[src/hw/rtl/vnorm_pkg.sv]
`timescale 1ns / 1ps

package vnorm_pkg;
    localparam int DEF_COMPONENT_BITS = 32;
    localparam int DEF_FRACTION_BITS  = 16;
    // fixed field widths on the stream ports
    localparam int IN_FIELD_W = 32;
    localparam int LEN_W      = 32;
endpackage

[src/hw/rtl/vnorm_div_cell.sv]
`timescale 1ns / 1ps

// one quotient bit for all three lanes, restoring division
module vnorm_div_cell
    import vnorm_pkg::*;
#(
    parameter int CW = 32,
    parameter int QW = 17
) (
    input  logic                aclk,
    input  logic                aresetn,
    input  logic                en,
    input  logic                vld_in,
    input  logic [2:0][CW:0]    r_in,
    input  logic [2:0][QW-1:0]  q_in,
    input  logic [2:0]          neg_in,
    input  logic [CW-1:0]       len_in,
    output logic                vld_out,
    output logic [2:0][CW:0]    r_out,
    output logic [2:0][QW-1:0]  q_out,
    output logic [2:0]          neg_out,
    output logic [CW-1:0]       len_out
);
    logic [2:0][CW:0]   r_next;
    logic [2:0][QW-1:0] q_next;
    logic               vld_reg;
    logic [2:0][CW:0]   r_reg;
    logic [2:0][QW-1:0] q_reg;
    logic [2:0]         neg_reg;
    logic [CW-1:0]      len_reg;

    always_comb begin
        logic [CW:0] diff;
        logic        ge;
        for (int k = 0; k < 3; k++) begin
            ge   = r_in[k] >= {1'b0, len_in};
            diff = ge ? r_in[k] - {1'b0, len_in} : r_in[k];
            r_next[k] = {diff[CW-1:0], 1'b0};
            q_next[k] = {q_in[k][QW-2:0], ge};
        end
    end

    always_ff @(posedge aclk) begin
        if (!aresetn) begin
            vld_reg <= 1'b0;
        end else if (en) begin
            vld_reg <= vld_in;
        end
        if (en) begin
            r_reg   <= r_next;
            q_reg   <= q_next;
            neg_reg <= neg_in;
            len_reg <= len_in;
        end
    end

    assign vld_out = vld_reg;
    assign r_out   = r_reg;
    assign q_out   = q_reg;
    assign neg_out = neg_reg;
    assign len_out = len_reg;
endmodule

[config.mk]
export PLATFORM = sky130hd
export DESIGN_NAME = vnorm_div_cell
export DESIGN_NICKNAME = d
export VERILOG_FILES = /design/src/hw/rtl/vnorm_pkg.sv /design/src/hw/rtl/vnorm_div_cell.sv
export SDC_FILE = /design/constraint.sdc
export NUM_CORES = 1
export LEC_CHECK = 0
export BUFFER_PORTS_ARGS = -buffer_cell sky130_fd_sc_hd__buf_2
export CORE_MARGIN = 5
export CORE_UTILIZATION = 48
export CTS_CLUSTER_DIAMETER = 50
export DETAILED_ROUTE_END_ITERATION = 6
export PLACE_DENSITY = 0.78
export SLEW_MARGIN = 20
export SYNTH_ARGS = -nofsm -noshare
export SYNTH_HDL_FRONTEND = slang
export SYNTH_SLANG_ARGS = --single-unit
[constraint.sdc]
create_clock -name aclk -period 3 [get_ports aclk]
set_clock_uncertainty 0.1 [all_clocks]
set_input_delay 0.3 -clock aclk [delete_from_list [all_inputs] [get_ports aclk]]
set_output_delay 0.3 -clock aclk [all_outputs]
set_load 0.02 [all_outputs]
==> results summary, run 1 <==
The worst max-slew margin expressed relative to the limit is 0.523. The worst slack at placement is -0.300 ns. edfxtp_1 is the most common cell in the netlist.

Dividing the detail-routed via count by the number of cells gives 5.50. The number of ports placed on the die boundary came out at 375. The power density over cell area came out at 497 mW/mm2. The largest buffer count on any clock path came out at 2. The fraction of layout instances using a drive strength above 1 came out at 0.346. The area enclosed by the die boundary came out at 0.0289 mm2.

The total leakage power came out at 7.99 nW. The largest single stage delay on the critical path is 0.56 ns. The clock slew seen by the registers of the worst setup and hold paths came out at 0.08 ns. The count of nets left with antenna violations once routing finished came out at 0. The cell family contributing the most delay on the critical path is buffers and inverters. The number of enable-type register cells in the synthesized netlist is 182. For this run, the top clock speed supported by timing is 343 MHz. Of all nets on the critical path, the largest fanout is 41. The die outline width is 170 um. For this run, the number of Yosys warnings is 0. The vertical die dimension came out at 170 um.

The final clock period utilization by the worst path came out at 0.971. The critical path goes through dlygate4sd3_1 > buf_2 > clkinvlp_4 > buf_4 > ha_1 > nand4b_1 > or4_1 > o21ba_2 > buf_12 > a22o_1. IR analysis of the VDD net gives a maximum drop of 0.000335 V. The pin slew with the least headroom to its limit came out at 0.715 ns.

Input and output buffers added on the ports amount to 368. TritonCTS built the clock tree. The residual DRC count is 0. Each instance of the synthesized netlist takes up on average 9.85 um2.

Wires add up to 43300 um. The number of search-and-repair iterations in the first detailed-routing pass is 7. On the critical path, the stage with the largest delay is an instance of dlygate4sd3_1. Counting the fill cells in the layout gives 1879. The overall track demand over capacity in global routing came out at 0.287. The routability-driven placement congestion ratio came out at 0.956. The smallest hold slack is 0.0323 ns. STA classifies the critical path endpoint as a flip-flop.

For this configuration, the core starts out at a cell density of 0.488. The total number of placement rows came out at 58. The number of buffers and inverters on the critical path came out at 5. The synthesized instance count is 1246. The max-capacitance violation count came out at 0. The top cell type's share of synthesized area came out at 0.445. The violation count after the first detailed-routing iteration is 768.

Setup violations remaining at the end of the flow were counted as 0. The root buffer cell chosen for the clock tree is clkbuf_16. The count of final max-slew check failures was 0. The fraction of registers with async set/reset came out at 0. In this run, CTS created clock tree buffers numbering 17.

The sequential element share of the synthesized area came out at 0.447. The total number of vias is 12300. The final number of hold-violating endpoints is 0. After synthesis, the most frequently instantiated cells are edfxtp_1, a21oi_1, nor2_1.

The maximum number of pins on one net before global-route repair came out at 69. The area of the core is 0.0252 mm2. Summed over all layers, the global routing overflow is 0. The min-delay analysis places its worst path in the category input pin to flip-flop. The number of global-route vias before repair came out at 12500. The run finished with clean final reports. The area growth from synthesis to layout came out at 42.4%.

For the final routed database, the setup TNS stands at 0 ns. The worst path meets setup with 0.0864 ns of slack. The type of element launching the critical path is an input pin. In the final routed layout, each cell accounts on average for 19.4 um. The critical path in this run is classified as input pin to flip-flop. The HPWL reported at the end of detailed placement is 34000 um. At the worst endpoint, the arrival time is 3.01 ns. The number of flip-flops and latches in the synthesized netlist is 183. The number of clock sinks came out at 183.

The clock period minus worst slack is 2.91 ns. In the post-synthesis netlist, the biggest area contributors are edfxtp_1, ha_1, a21oi_1. The cell taking the most area after synthesis is edfxtp_1.

Among all flip-flop cells after synthesis, the most frequent one is edfxtp_1. The cell area after technology mapping came out at 0.0123 mm2. Yosys mapped the design onto 76 distinct sky130hd cell types. The final layout contains 2170 nets. The number of H-tree levels came out at 4.

At the worst endpoint, the required time is 3.09 ns. The clock latency reported for the late side of the worst-skew pair came out at 0.45 ns. The first-pass GRT wire length is 65100 um.

The initial antenna violation count came out at 8.
path summary, 6_finish.rpt:
check	cells after the start	end	from	slack, ns
max	10	r_out[20]	len_in[29]	0.09
min	3	vld_out	vld_in	0.03
max reg2reg	2	vld_out	vld_out	2.29
min reg2reg	2	vld_out	vld_out	0.44
layout make-up:
class | instances | area (um2) | share of cell area
multi-input combinational | 944 | 6340 | 0.363
sequential | 183 | 5490 | 0.314
timing repair buffer | 669 | 4400 | 0.252
clock buffer | 18 | 429 | 0.0245
tap | 330 | 413 | 0.0236
inverter | 67 | 259 | 0.0148
clock inverter | 14 | 148 | 0.00844
antenna | 5 | 12.5 | 0.000716
registers in the layout (all words and copies together) (netlist names):
signal and flops:
len_out 32, neg_out 3, q_out 51, r_out 96, vld_out 1
metrics by stage:
stage | area [um2] | std cells | total power, mW | utilization
after global placement | 16000 | 2106 | 6.26 | 0.634
after global routing | 17500 | 2229 | 9.09 | 0.694
after floorplan | 12300 | 1248 | 5.06 | -
after detailed placement | 16000 | 2106 | 6.31 | 0.634
final | 17500 | 2230 | 8.68 | 0.694
after CTS | 17400 | 2219 | 8.65 | 0.689
cell families (layout without fill, tap and decap cells):
family	count (synthesis)	count (layout)	synth area share
buf+inv	121	768	0.0419
other cells	1	8	0.000305
mux	17	17	0.0167
flops	183	183	0.447
xor+xnor	70	70	0.0499
fa+ha+maj	99	99	0.103
simple gates	350	350	0.132
compound gates	405	405	0.209
metal layers:
| layer | track usage | vias to the layer above | routed length [um] |
|---|---|---|---|
| li1 | - | 5910 | - |
| met4 | 0.119 | 8 | 1690 |
| met3 | 0.0451 | 102 | 3080 |
| met1 | 0.339 | 5735 | 16600 |
| met5 | 0 | - | 57 |
| met2 | 0.519 | 514 | 21900 |
what timing repair did:
action,CTS,global route
hold buffers,81,1
resized for setup,0,9
buffers inserted,0,5
setup endpoints to repair,0,38
endpoints found under the hold margin,81,1
power by group:
group | switching [mW] | total [mW] | internal [mW]
clock network | 1.15 | 2.27 | 1.12
registers | 0.0920 | 3.30 | 3.21
logic | 1.78 | 3.11 | 1.33
cells in the final DEF, fill, tap and decap left out, drive strengths merged, types with 6 or more instances in the layout:
cell,n
nor2b,14
ha,96
nor2,108
and3,10
a21o,44
edfxtp,182
o31a,8
nand3,22
a211oi,6
nand2b,12
a41oi,7
o31ai,14
nand2,106
xor2,31
clkbuf,18
and2,7
o21a,17
a21oi,126
o21ai,99
o21bai,13
nor4,6
a31oi,17
inv,74
nor3,20
buf,587
mux2,13
dlygate4sd3,82
xnor2,39
or2,6
nand4,23
worst min-delay path, delay by kind of cell:
family        cells  cell delay [ns]
mux               1             0.06
simple gates      1             0.11
buf+inv           1             0.08
Power figures use the tool's default switching activity.
==> inputs of run 2 (changes only) <==
--- a/config.mk
+++ b/config.mk
@@ -7,4 +7,5 @@
 export LEC_CHECK = 0
 export BUFFER_PORTS_ARGS = -buffer_cell sky130_fd_sc_hd__buf_2
+export CAP_MARGIN = 20
 export CORE_MARGIN = 5
 export CORE_UTILIZATION = 48
==> constraint.sdc (replaced) <==
create_clock -name aclk -period 3 [get_ports aclk]
set_clock_uncertainty 0.1 [all_clocks]
set_input_delay 0.6 -clock aclk [delete_from_list [all_inputs] [get_ports aclk]]
set_output_delay 0.6 -clock aclk [all_outputs]
set_load 0.02 [all_outputs]
==> run 2 against run 1 <==
  * Register-to-register slack better by 0.02 ns
  * Cell area is 2.2% higher
  * Clock power rose by 3%
  * Global-route usage is 0.78 points higher
  * Worst setup slack got worse by 0.030 ns
  * Combinational power is 6.4% higher
  * First-iteration DRC count rose by 25%
  * Via count up 2.2%
  * Clock-buffer cell count fell by 1
==> results summary, run 2 (synthesized netlist as in run 1, its figures left out) <==
Once detail routing completed, the nets flagged for antenna violations numbered 0. For this run, design rule violations remaining after detail routing come to 0. The area taken by multi-input logic gates is 0.00664 mm2. The detailed-route vias per instance is 5.55. The peak ir drop on the vdd network is 0.000341 V. After the first detailed-routing iteration, the DRC count stood at 961.

The clock period minus worst slack came out at 2.94 ns. The root cell of the clock tree is clkbuf_16. The worst setup path is launched from an input pin. The flip-flop count of the largest register after layout is 96.

Summing all flip-flop and latch instances after layout gives 0.00549 mm2. The count of final max-slew check failures is 0. The maximum number of pins on one net before global-route repair came out at 54. The die outline width is 170 um.

In this run the worst path has a maximum fanout of 19. The area growth from synthesis to layout came out at 45.5%. Walking the worst path, the cells encountered are buf_2 > inv_1 > ha_4 > and3_1 > buf_4 > nand2_1 > nor3_1 > a311o_1 > o21bai_1 > o41ai_4 > buf_4 > and2_1 > a31o_2. The fraction of layout instances using a drive strength above 1 came out at 0.423. For this run, the slowest stage of the critical path takes 0.33 ns. Before CTS, the worst setup slack after placement is -0.453 ns. STA classifies the critical path endpoint as a flip-flop.

The final number of hold-violating endpoints came out at 0. The worst setup path is of the input pin to flip-flop kind. The HPWL reported at the end of detailed placement came out at 36100 um. The post-detailed-placement cell area is 0.0170 mm2. The worst path required time is 3.10 ns. The overall track demand over capacity in global routing came out at 0.294. The area enclosed by the die boundary is 0.0289 mm2.

The class of the worst hold path is input pin to flip-flop. Setup repair after global routing could not meet its margin everywhere. The final clock period utilization by the worst path is 0.981.

The post-route standard cell area excluding fillers came out at 0.0179 mm2. Setup slack on the critical path of the routed design comes to 0.0568 ns. In the layout the commonest cells are buf_2, buf_4, edfxtp_1. The initial utilization of the core area, before any placement, comes to 0.488.

The clock passes through at most 2 buffers. The final net count is 2203. The most common cell after layout, fill and taps aside is buf_2. The core region is 0.0252 mm2. The number of H-tree levels is 4.

For the worst setup path, the data arrival time is 3.04 ns. TritonCTS built the clock tree. The first-pass GRT wire length came out at 66600 um. The number of global-route vias before repair came out at 12600. The CTS buffer count is 17. The number of search-and-repair iterations in the first detailed-routing pass came out at 7. The total leakage power came out at 8.26 nW. The number of filler instances in the final layout came out at 1941. The highest achievable clock rate is 340 MHz. The initial antenna violation count was 2.

The number of ports placed on the die boundary came out at 375. The clock latency reported for the late side of the worst-skew pair came out at 0.44 ns. The flow ran to the end, and the final reports show no timing, DRC or antenna violations. The routed layout has 12500 vias. The number of clock sinks came out at 183.

The post-detailed-routing wire length came out at 45100 um. The total number of placement rows came out at 58. The max-capacitance violation count came out at 0. The power density over cell area came out at 501 mW/mm2.

The vertical die dimension is 170 um. The cell type with the highest occurrence count on the critical path is buf_4. The master of the slowest instance on the critical path is ha_4.

Global routing finished with a remaining overflow of 0. The routed wire length per instance came out at 20.0 um. Routability-driven placement finished with a final weighted congestion of 0.964. The final count of negative-setup-slack endpoints is 0.

Clock-pin slew was measured on the worst setup and hold paths at 0.08 ns. The count of port buffers added during placement is 368.
run 2: worst max-delay path: cells and delay by family:
family                   cells  cell delay, ns
buffers and inverters        4            0.61
adder cells (fa/ha/maj)      1            0.33
AO/OA/AOI/OAI                4            0.83
AND/OR/NAND/NOR              4            0.65
run 2: final timing paths:
kind	depth (start not counted)	startpoint	slack, ns	end
setup / recovery	13	len_in[9]	0.06	r_out[95]
hold / removal	1	q_in[5]	0.22	q_out[6]
setup reg to reg	2	vld_out	2.31	vld_out
hold reg to reg	2	vld_out	0.43	vld_out
run 2: metal layers:
layer	track usage	vias up	part of all wire
li1	-	5985	-
met1	0.367	5947	0.40
met2	0.530	530	0.51
met3	0.0476	75	0.073
met4	0.0819	2	0.023
met5	0	-	0.00016
run 2: report_power, final:
group / internal (mW) / switching [mW] / total, mW
combinational: 1.44 / 1.87 / 3.31
clock: 1.19 / 1.16 / 2.34
sequential: 3.21 / 0.0916 / 3.30
total: 5.83 / 3.12 / 8.95
run 2: what timing repair did:
item,CTS,global route
setup endpoints to repair,1,73
pin swaps,0,11
setup buffers,0,2
gates cloned,0,2
resized for setup,1,41
hold buffers,0,0
run 2: metrics by stage:
stage                     hold slack [ns]   util  setup TNS, ns  total power, mW  std cells
after floorplan                     0.489      -              0             5.10       1248
after global placement              0.396  0.676         -28.84             6.48       2223
after detailed placement            0.403  0.676         -32.95             6.54       2223
after CTS                           0.213  0.700              0             8.89       2254
after global routing                0.211  0.710        -0.0799             9.36       2258
final                               0.221  0.710              0             8.95       2258
run 2: layout make-up:
class                           instances  share of cell area
Clock buffer                           17              0.0238
Multi-Input combinational cell        944               0.372
Antenna cell                            1            0.000140
Timing Repair Buffer                  702               0.250
Clock inverter                         14             0.00910
Inverter                               67              0.0154
Sequential cell                       183               0.307
Tap cell                              330              0.0231
