### src/hw/rtl/vnorm_pkg.sv
`timescale 1ns / 1ps

package vnorm_pkg;
    localparam int DEF_COMPONENT_BITS = 32;
    localparam int DEF_FRACTION_BITS  = 16;
    // fixed field widths on the stream ports
    localparam int IN_FIELD_W = 32;
    localparam int LEN_W      = 32;
endpackage

### src/hw/rtl/vnorm_sqrt_cell.sv
`timescale 1ns / 1ps

// one result bit of the square root, bit-pair restoring step
module vnorm_sqrt_cell
    import vnorm_pkg::*;
#(
    parameter int SW     = 64,
    parameter int IDX    = 31,
    parameter int SIDE_W = 99
) (
    input  logic              aclk,
    input  logic              aresetn,
    input  logic              en,
    input  logic              vld_in,
    input  logic [SW-1:0]     rem_in,
    input  logic [SW-1:0]     root_in,
    input  logic [SIDE_W-1:0] side_in,
    output logic              vld_out,
    output logic [SW-1:0]     rem_out,
    output logic [SW-1:0]     root_out,
    output logic [SIDE_W-1:0] side_out
);
    logic [SW-1:0] bitv;
    logic [SW-1:0] trial;
    logic          ge;
    logic [SW-1:0] rem_next;
    logic [SW-1:0] root_next;
    logic          vld_reg;
    logic [SW-1:0] rem_reg;
    logic [SW-1:0] root_reg;
    logic [SIDE_W-1:0] side_reg;

    assign bitv      = SW'(1) << (2 * IDX);
    assign trial     = root_in + bitv;
    assign ge        = rem_in >= trial;
    assign rem_next  = ge ? rem_in - trial : rem_in;
    assign root_next = ge ? (root_in >> 1) + bitv : root_in >> 1;

    always_ff @(posedge aclk) begin
        if (!aresetn) begin
            vld_reg <= 1'b0;
        end else if (en) begin
            vld_reg <= vld_in;
        end
        if (en) begin
            rem_reg  <= rem_next;
            root_reg <= root_next;
            side_reg <= side_in;
        end
    end

    assign vld_out  = vld_reg;
    assign rem_out  = rem_reg;
    assign root_out = root_reg;
    assign side_out = side_reg;
endmodule

### config.mk
export PLATFORM = sky130hd
export DESIGN_NAME = vnorm_sqrt_cell
export DESIGN_NICKNAME = d
export VERILOG_FILES = /design/src/hw/rtl/vnorm_pkg.sv /design/src/hw/rtl/vnorm_sqrt_cell.sv
export SDC_FILE = /design/constraint.sdc
export NUM_CORES = 1
export LEC_CHECK = 0
export BUFFER_PORTS_ARGS = -buffer_cell sky130_fd_sc_hd__buf_2
export CORE_AREA = 2 2 176 178
export DETAILED_ROUTE_END_ITERATION = 12
export DIE_AREA = 0 0 178 180
export GPL_TIMING_DRIVEN = 1
export PLACE_DENSITY_LB_ADDON = 0.3
export SETUP_SLACK_MARGIN = 0.15
export SYNTH_ARGS = -nofsm -noshare
export SYNTH_HDL_FRONTEND = slang
export SYNTH_SLANG_ARGS = --single-unit
### constraint.sdc
create_clock -name aclk -period 3.1 [get_ports aclk]
set_clock_uncertainty 0.05 [all_clocks]
set_input_delay 0.155 -clock aclk [delete_from_list [all_inputs] [get_ports aclk]]
set_output_delay 0.155 -clock aclk [all_outputs]
set_load 0.05 [all_outputs]
==> results.sh, run 1 <==
export IMPL_max_freq_mhz=351
export IMPL_fin_crit_sh_pct=91.9
export IMPL_synth_nets=1310
export IMPL_finalHoldViolCount=0
export IMPL_clk_path_buf_depth=3
export IMPL_crit_arrival_ns=3.08
export IMPL_critPathTopFamily="compound AO/OA/AOI/OAI gates"
export IMPL_regArea_sq_um=6840
export IMPL_path_max_fanout=21
export IMPL_place_area_sq_um=14900
export IMPL_leakage_nw=8.15
export IMPL_worstSkewPairLatency_ns=0.53
export IMPL_antenna_left=0
export IMPL_num_io_pins=459
export IMPL_rsz0062_at_grt="yes"
export IMPL_rows=64
export IMPL_grt_overflow=0
export IMPL_cts_root_buf="clkbuf_16"
export IMPL_maxSlewViolCount=0
export IMPL_crit_required_ns=3.33
export IMPL_grt_pass1_wl_mm=62.1
export IMPL_nFillCells=2474
export IMPL_drive_gt1_share_pct=34.8
export IMPL_synthSimpleGateAreaFrac_pct=9.66
export IMPL_start_util_pct=38.9
export IMPL_crit_chain="dlygate4sd3_1 -> buf_2 -> inv_1 -> ha_1 -> a21o_1 -> a21o_1 -> a21o_1 -> a21o_1 -> a21oi_1 -> o211ai_1 -> nor2_4 -> buf_12 -> mux2_2"
export IMPL_synth_top_area_share_pct=58.1
export IMPL_synth_common_cells="edfxtp_1 (227), nand2_1 (106), o21ai_0 (88)"
export IMPL_status="complete, no violations"
export IMPL_synth_fa_ha_area_share_pct=6.99
export IMPL_cap_violations=0
export IMPL_numCtsBuffers=26
export IMPL_grt_busiest_layer="met2"
export IMPL_async_flop_share_pct=0
export IMPL_cts_num_sinks=228
export IMPL_worst_ir_drop_vdd_uv=477
export IMPL_cpMostUsedCell="a21o_1"
export IMPL_synth_top_family_by_area="compound AO/OA/AOI/OAI gates"
export IMPL_route_detailed_drc=0
export IMPL_power_per_cell_area_nw_per_um2=568
export IMPL_setup_viol_count_final=0
export IMPL_first_global_vias=11000
export IMPL_slew_headroom_pct=56.8
export IMPL_met2_usage_pct=42.6
export IMPL_multi_input_area_sq_um=4570
export IMPL_hold_path_class="in2reg"
export IMPL_worst_path_max_delay_cell="dlygate4sd3_1"
export IMPL_mappedNetlistArea_sq_um=11700
export IMPL_worst_setup_path_type="in2reg"
export IMPL_wl_mm=41.9
export IMPL_grtUsageMet3_pct=5.12
export IMPL_synth_edf_count=227
export IMPL_dp_hpwl_mm=30.8
export IMPL_synth_compound_area_share_pct=16.1
export IMPL_slowest_delay_ns=0.56
export IMPL_viasPerCell=4.98
export IMPL_whs_ns=0.0347
export IMPL_gp_congestion=0.888
export IMPL_core_sq_um=30200
export IMPL_grt_max_degree=78
export IMPL_r2r_slack_ns=1.89
export IMPL_portBuffers=458
export IMPL_die_area_sq_um=32000
export IMPL_syn_inst=1014
export IMPL_worst_path_buf_inv=4
export IMPL_period_minus_slack_ns=2.85
export IMPL_fin_area_sq_um=18200
export IMPL_ys_ff_latch=228
export IMPL_ys_warn_count=0
export IMPL_dr_total_vias=10800
export IMPL_syn_to_final_growth_pct=55.4
export IMPL_drt_initial_drc_count=615
export IMPL_cp_end_kind="flop"
export IMPL_yosysSeqAreaShare_pct=58.3
export IMPL_synth_ff_type="edfxtp_1"
export IMPL_p_total_w=0.0104
export IMPL_yosys_area_top_type="edfxtp_1"
export IMPL_synth_area_leaders="edfxtp_1 (58%), ha_1 (6.8%), o21ai_0 (3.8%)"
export IMPL_synthMuxAreaShare_pct=0.650
export IMPL_yosys_area_share_xor_xnor_pct=4.33
export IMPL_cp_start_kind="input pin"
export IMPL_synthDistinctLibCells=65
export IMPL_fp_dieH_microns=180
export IMPL_grt_met1_usage_pct=30.8
export IMPL_worst_pin_slew_ns=0.648
export IMPL_chipWidth_microns=178
export IMPL_antenna_found_initial=2
export IMPL_wire_per_inst_microns=19.2
export IMPL_firstDrtPassIters=5
export IMPL_grt_usage_pct=25.0
export IMPL_htreeDepth=1
export IMPL_nets=2054
export IMPL_syn_avg_cell_area_sq_um=11.6
export IMPL_clk_pin_slew_ns=0.06
export IMPL_cts_tree="yes"
export IMPL_synth_most_common_cell="edfxtp_1"
timing repair:
action,in CTS,in global routing
setup buffers,0,1
setup endpoints to repair,0,52
hold endpoints to repair,225,0
hold buffers,225,0
gates resized for setup,0,42
kinds of logic (layout without fill, tap and decap cells):
kind of cell	Yosys count	after routing
XOR/XNOR	58	58
other	0	2
AND/OR/NAND/NOR	236	236
buffers and inverters	117	881
multiplexers	7	7
AO/OA/AOI/OAI	303	303
adder cells (fa/ha/maj)	65	65
flip-flops	228	228
power by group:
part	switching [W]	total, W	internal [W]
Clock	0.00128	0.00328	0.00200
Sequential	0.0000872	0.00386	0.00377
Combinational	0.00217	0.00321	0.00104
Total	0.00353	0.0104	0.00682
placed cells by master, fill, tap and decap left out, drive strengths merged, types with 11 or more instances in the layout:
cell type and instances:
a21o 45, a21oi 86, buf 528, clkbuf 32, clkinv 11, dlygate4sd3 225, edfxtp 227, ha 64
inv 80, nand2 107, nand4 24, nor2 38, nor3 15, o21ai 93, o21bai 21, xnor2 33
xor2 25
flip-flops by register name, indices dropped and copies added (netlist names):
signal    cells
root_out     64
vld_out       1
rem_out      64
side_out     99
area by class of cell:
class / count / area share, %
flip-flops and latches: 228 / 37.5
repair buffers: 753 / 28.1
multi-input cells: 669 / 25.0
clock buffers: 32 / 3.81
well taps: 396 / 2.72
inverters: 80 / 1.65
clock inverters: 16 / 1.14
diodes: 2 / 0.0274
final timing paths:
path                             startpoint    endpoint  cells past startpoint
worst min register to register      vld_out     vld_out                      3
worst min-delay path              rem_in[2]  rem_out[2]                      3
worst max register to register      vld_out     vld_out                      3
worst max-delay path            root_in[58]  rem_out[4]                     13
through the flow:
step	worst slack, ns	std cells	util, %	setup TNS [ns]
floorplan	0.299	1014	-	0
global placement	-0.0992	1900	49.4	-0.981
detailed placement	-0.121	1900	49.4	-1.07
CTS	0.163	2173	59.9	0
global route	0.114	2174	60.4	0
finish	0.251	2176	60.4	0
worst min-delay path: cells and delay by family:
| family | cells | cell delay (ns) |
|---|---|---|
| buffers and inverters | 1 | 0.12 |
| AOI/OAI and AO/OA | 1 | 0.14 |
| and+or+nand+nor | 1 | 0.05 |
routing by layer:
metal  routed length (microns)  vias up
li1                          -     5251
met1                     16800     5065
met2                     20100      425
met3                      3030       90
met4                      1890        2
met5                        16        -
Power figures use the tool's default switching activity.
==> run 2, diff against run 1 <==
- BUFFER_PORTS_ARGS: -buffer_cell sky130_fd_sc_hd__buf_2 -> -buffer_cell sky130_fd_sc_hd__buf_4
- CAP_MARGIN: unset -> 20
==> run 2 against run 1 <==
Combinational power up 11%. Sequential power about the same. Non-clock buffer count up 6. Utilization up 4.1 points. Sequential share of layout area down 2.4 points. Global-route usage up 0.89 points. Fmax down 2.2%. Flip-flop and latch count unchanged. Critical path type unchanged. Critical endpoint is now rem_out[27]. Largest cell class unchanged. Highest routed layer is now met4.
==> results.sh, run 2 (synthesized netlist as in run 1, its figures left out) <==
export IMPL_status="complete, no violations"
export IMPL_final_cells=2184
export IMPL_gp_congestion=0.884
export IMPL_setup_viol_count_final=0
export IMPL_grt_pass1_wl_mm=63.9
export IMPL_path_max_fanout=11
export IMPL_dp_cells=1894
export IMPL_grt_max_degree=76
export IMPL_drt_initial_drc_count=777
export IMPL_worst_setup_path_type="in2reg"
export IMPL_route_detailed_drc=0
export IMPL_firstDrtPassIters=5
export IMPL_rsz0062_at_grt="yes"
export IMPL_fin_crit_sh_pct=93.9
export IMPL_drive_gt1_share_pct=35.1
export IMPL_start_util_pct=38.9
export IMPL_first_global_vias=11200
export IMPL_antenna_left=0
export IMPL_fp_dieH_microns=180
export IMPL_die_area_sq_um=32000
export IMPL_grt_overflow=0
export IMPL_power_per_cell_area_nw_per_um2=534
export IMPL_grt_usage_pct=25.9
export IMPL_worst_ir_drop_vdd_uv=469
export IMPL_dr_total_vias=11000
export IMPL_dpl_worst_slack_ns=-0.109
export IMPL_htreeDepth=1
export IMPL_clk_path_buf_depth=3
export IMPL_cts_num_sinks=228
export IMPL_antenna_found_initial=5
export IMPL_chipWidth_microns=178
export IMPL_clk_pin_slew_ns=0.06
export IMPL_layout_commonest_cell="buf_4"
export IMPL_cts_tree="yes"
export IMPL_slew_headroom_pct=61.7
export IMPL_worst_pin_slew_ns=0.575
export IMPL_viasPerCell=5.05
export IMPL_rows=64
export IMPL_cap_violations=0
export IMPL_wl_mm=43.9
export IMPL_num_io_pins=459
export IMPL_max_freq_mhz=343
export IMPL_crit_required_ns=3.32
export IMPL_p_total_w=0.0104
export IMPL_final_cell_mix="buf_4 (520), dlygate4sd3_1 (229), edfxtp_1 (227)"
export IMPL_numCtsBuffers=27
export IMPL_portBuffers=458
export IMPL_cp_end_kind="flop"
export IMPL_crit_arrival_ns=3.13
export IMPL_wire_per_inst_microns=20.1
export IMPL_largest_reg_flops=99
export IMPL_syn_to_final_growth_pct=65.9
export IMPL_core_sq_um=30200
export IMPL_maxSlewViolCount=0
export IMPL_nets=2061
export IMPL_fin_ws_ns=0.188
export IMPL_period_minus_slack_ns=2.91
export IMPL_hold_path_class="in2reg"
export IMPL_finalHoldViolCount=0
export IMPL_leakage_nw=8.57
export IMPL_cts_root_buf="clkbuf_16"
export IMPL_worstSkewPairLatency_ns=0.53
export IMPL_dp_hpwl_mm=31.2
export IMPL_cp_start_kind="input pin"
## run 2: final timing paths
check / to / slack [ns] / cells after the start / start
hold / removal: root_out[51] / 0.03 / 1 / en
setup reg to reg: vld_out / 1.89 / 3 / vld_out
hold reg to reg: vld_out / 1.03 / 3 / vld_out
setup / recovery: rem_out[27] / 0.19 / 14 / root_in[57]
## run 2: cell type report
type	instances	area (sq um)
tap	396	495
sequential	228	6840
inverter	80	300
fill	2302	10700
multi-input combinational	669	4620
clock buffer	31	691
timing repair buffer	759	6400
clock inverter	15	110
antenna	6	15.0
## run 2: critical path, stage by stage
cell and delay, ns:
dlygate4sd3_1 0.56, buf_4 0.15, inv_2 0.06, ha_4 0.21, a21o_1 0.17, a21o_1 0.17
a21o_1 0.18, a21o_1 0.17, a21o_1 0.17, a21oi_1 0.14, o211ai_1 0.18, nor2_4 0.31
buf_12 0.18, mux2_2 0.33
## run 2: metal layers
metal / global-route usage, % / part of all wire [%] / up-vias
met4: 8.39 / 3.4 / 0
met2: 45.5 / 50 / 467
li1: - / - / 5263
met1: 31.4 / 39 / 5216
met3: 5.65 / 7.6 / 73
met5: 0 / 0 / -
## run 2: through the flow
| step | util [%] | TNS [ns] | area [sq um] | hold WS (ns) |
|---|---|---|---|---|
| 2_1_floorplan | - | 0 | 11700 | 0.204 |
| 3_3_place_gp | 53.1 | -0.118 | 16000 | 0.284 |
| 3_5_place_dp | 53.1 | -0.811 | 16000 | 0.285 |
| 4_1_cts | 63.4 | 0 | 19100 | 0.0352 |
| 5_1_grt | 64.5 | 0 | 19500 | 0.0480 |
| 6_report | 64.5 | 0 | 19500 | 0.0337 |
## run 2: power by group
part | switching (W) | internal [W] | total (W)
combinational | 0.00221 | 0.00135 | 0.00356
sequential | 0.000104 | 0.00377 | 0.00388
clock | 0.00128 | 0.00167 | 0.00295
## run 2: what timing repair did
action | in CTS | in global routing
buffers inserted | 0 | 6
gates resized for setup | 0 | 52
setup endpoints to repair | 0 | 51
hold buffers | 229 | 0
hold endpoints to repair | 228 | 0
==> run 3, diff against run 2 <==
- clock period: 3.1 -> 2.7 ns (I/O delays scaled with it)
==> run 3 against run 2 <==
Clock power grew 29%. Critical endpoint unchanged. Die area is the same. Flip-flop and latch count is the same. Largest cell class is now buffers. Non-clock buffer count grew 138. Count of clock-buffer cells in the layout shrank 1. Via count grew 6.6%. Sequential power grew 15%. Global-route usage grew 2.3 points. Utilization grew 4.4 points. Hold slack lost 0.017 ns. Largest power group unchanged. Critical path depth grew 1.
==> results.sh, run 3 (synthesized netlist as in run 1, its figures left out) <==
export IMPL_critPathTopFamily="compound AO/OA/AOI/OAI gates"
export IMPL_portBuffers=458
export IMPL_finalHoldViolCount=0
export IMPL_pwr_share_seq_pct=35.1
export IMPL_grt_overflow=0
export IMPL_die_area_sq_um=32000
export IMPL_crit_chain="buf_4 -> inv_6 -> ha_4 -> fa_2 -> nor2b_1 -> o21a_1 -> o211ai_2 -> a31o_4 -> nand2_4 -> a311oi_4 -> a31oi_4 -> nor2_4 -> buf_12 -> buf_12 -> mux2_4"
export IMPL_worst_path_buf_inv=4
export IMPL_fin_setup_tns_ns=0
export IMPL_cp_depth=15
export IMPL_reg2reg_depth=3
export IMPL_setup_viol_count_final=0
export IMPL_maxSlewViolCount=0
export IMPL_crit_arrival_ns=2.70
export IMPL_rsz0062_at_grt="no"
export IMPL_hold_path_class="in2reg"
export IMPL_rows=64
export IMPL_period_minus_slack_ns=2.46
export IMPL_largest_reg_flops=99
export IMPL_slowest_delay_ns=0.38
export IMPL_nets=2198
export IMPL_cp_start_kind="input pin"
export IMPL_nFillCells=2131
export IMPL_drive_gt1_share_pct=40.0
export IMPL_fin_ws_ns=0.240
export IMPL_grt_max_degree=66
export IMPL_clockPowerShare_pct=29.9
export IMPL_worst_pin_slew_ns=0.594
export IMPL_rr_startpoint="vld_out"
export IMPL_final_cells=2320
export IMPL_viasPerCell=5.06
export IMPL_crit_required_ns=2.94
export IMPL_fp_dieH_microns=180
export IMPL_hp_start="en"
export IMPL_worst_setup_path_type="in2reg"
export IMPL_p_switching_w=0.00428
export IMPL_chipWidth_microns=178
export IMPL_holdPathStages=1
export IMPL_cp_end_kind="flop"
export IMPL_cts_tree="yes"
export IMPL_drt_initial_drc_count=806
export IMPL_wl_mm=47.6
export IMPL_cpMostUsedCell="buf_12"
export IMPL_combPwrFrac_pct=34.9
export IMPL_syn_to_final_growth_pct=77.2
export IMPL_firstDrtPassIters=6
export IMPL_antenna_found_initial=7
export IMPL_internal_power_w=0.00841
export IMPL_dr_total_vias=11700
export IMPL_start_util_pct=38.9
export IMPL_wire_per_inst_microns=20.5
export IMPL_status="complete, no violations"
export IMPL_leakage_nw=9.36
export IMPL_first_global_vias=12100
export IMPL_numCtsBuffers=26
export IMPL_dpl_worst_slack_ns=-0.593
export IMPL_reg2reg_to="vld_out"
export IMPL_cts_num_sinks=228
export IMPL_clk_pin_slew_ns=0.07
export IMPL_power_per_cell_area_nw_per_um2=610
export IMPL_antenna_left=0
export IMPL_p_sw_share_pct=33.7
export IMPL_htreeDepth=1
export IMPL_gp_congestion=0.909
export IMPL_route_detailed_drc=0
export IMPL_whs_ns=0.0171
export IMPL_layout_commonest_cell="buf_4"
export IMPL_core_sq_um=30200
export IMPL_path_max_fanout=12
export IMPL_clk_path_buf_depth=3
export IMPL_fin_crit_sh_pct=91.1
export IMPL_max_freq_mhz=407
export IMPL_worst_ir_drop_vdd_uv=528
export IMPL_slew_headroom_pct=60.4
export IMPL_cap_violations=0
export IMPL_hold_end="side_out[40]"
export IMPL_r2r_slack_ns=1.52
export IMPL_dp_hpwl_mm=32.4
export IMPL_grt_usage_pct=28.2
export IMPL_cts_root_buf="clkbuf_16"
export IMPL_dp_cells=2029
export IMPL_grt_pass1_wl_mm=69.4
export IMPL_worstSkewPairLatency_ns=0.54
export IMPL_num_io_pins=459
export IMPL_final_cell_mix="buf_4 (652), edfxtp_1 (227), dlygate4sd3_1 (225)"
export IMPL_worst_path_max_delay_cell="a311oi_4"
==> run 3: worst max-delay path by stage <==
| stage | slack (ns) | startpoint | to |
|---|---|---|---|
| 2_1_floorplan | 0.14 | rem_in[0] | rem_out[62] |
| 3_3_place_gp | -0.60 | rem_in[8] | rem_out[61] |
| 4_1_cts | 0.14 | rem_in[10] | rem_out[61] |
| 5_1_grt | 0.13 | rem_in[0] | rem_out[27] |
| 6_report | 0.24 | rem_in[0] | rem_out[27] |
| 3_5_place_dp | -0.59 | rem_in[8] | rem_out[61] |
==> run 3: timing repair <==
action,in CTS,in global routing
endpoints found under the setup margin,5,60
hold buffers,228,2
resized for setup,4,49
pin swaps,0,19
endpoints found under the hold margin,227,2
setup buffers,0,9
cloned,0,2
==> run 3: cell type report <==
| type | instances | area (sq um) | area share [%] |
|---|---|---|---|
| clock inverters | 14 | 208 | 0.999 |
| clock buffers | 30 | 687 | 3.30 |
| well taps | 396 | 495 | 2.38 |
| diodes | 6 | 15.0 | 0.0722 |
| flip-flops and latches | 228 | 6840 | 32.9 |
| inverters | 80 | 310 | 1.49 |
| multi-input cells | 669 | 4750 | 22.9 |
| repair buffers | 897 | 7490 | 36.0 |
==> run 3: worst register-to-register path, delay by kind of cell (launching register included) <==
family / cells / cell delay [ns]
and+or+nand+nor: 1 / 0.05
buffers and inverters: 1 / 0.54
DFF: 1 / 0.31
muxes: 1 / 0.12
==> run 3: power groups by stage <==
stage,clock [W],sequential [W],combinational (W)
3_3_place_gp,0,0.00451,0.00392
2_1_floorplan,0,0.00575,0.00105
6_report,0.00380,0.00446,0.00444
5_1_grt,0.00398,0.00449,0.00468
3_5_place_dp,0,0.00451,0.00395
4_1_cts,0.00382,0.00445,0.00424
==> run 3: metal layers <==
layer	wire length, microns	vias to the layer above	part of all wire (%)	track usage, %
met2	22700	474	48	47.0
met1	18300	5610	38	33.1
met5	13	-	0.027	0
met3	3910	118	8.2	7.51
li1	-	5537	-	-
met4	2690	2	5.7	14.9
==> run 3: per-stage QoR <==
stage                     util [%]  total power [W]  cell area, sq um
after floorplan                  -          0.00680             11900
after global placement        57.0          0.00843             17200
after detailed placement      57.0          0.00846             17200
after CTS                     67.6           0.0125             20400
after global routing          68.9           0.0131             20800
final                         68.9           0.0127             20800
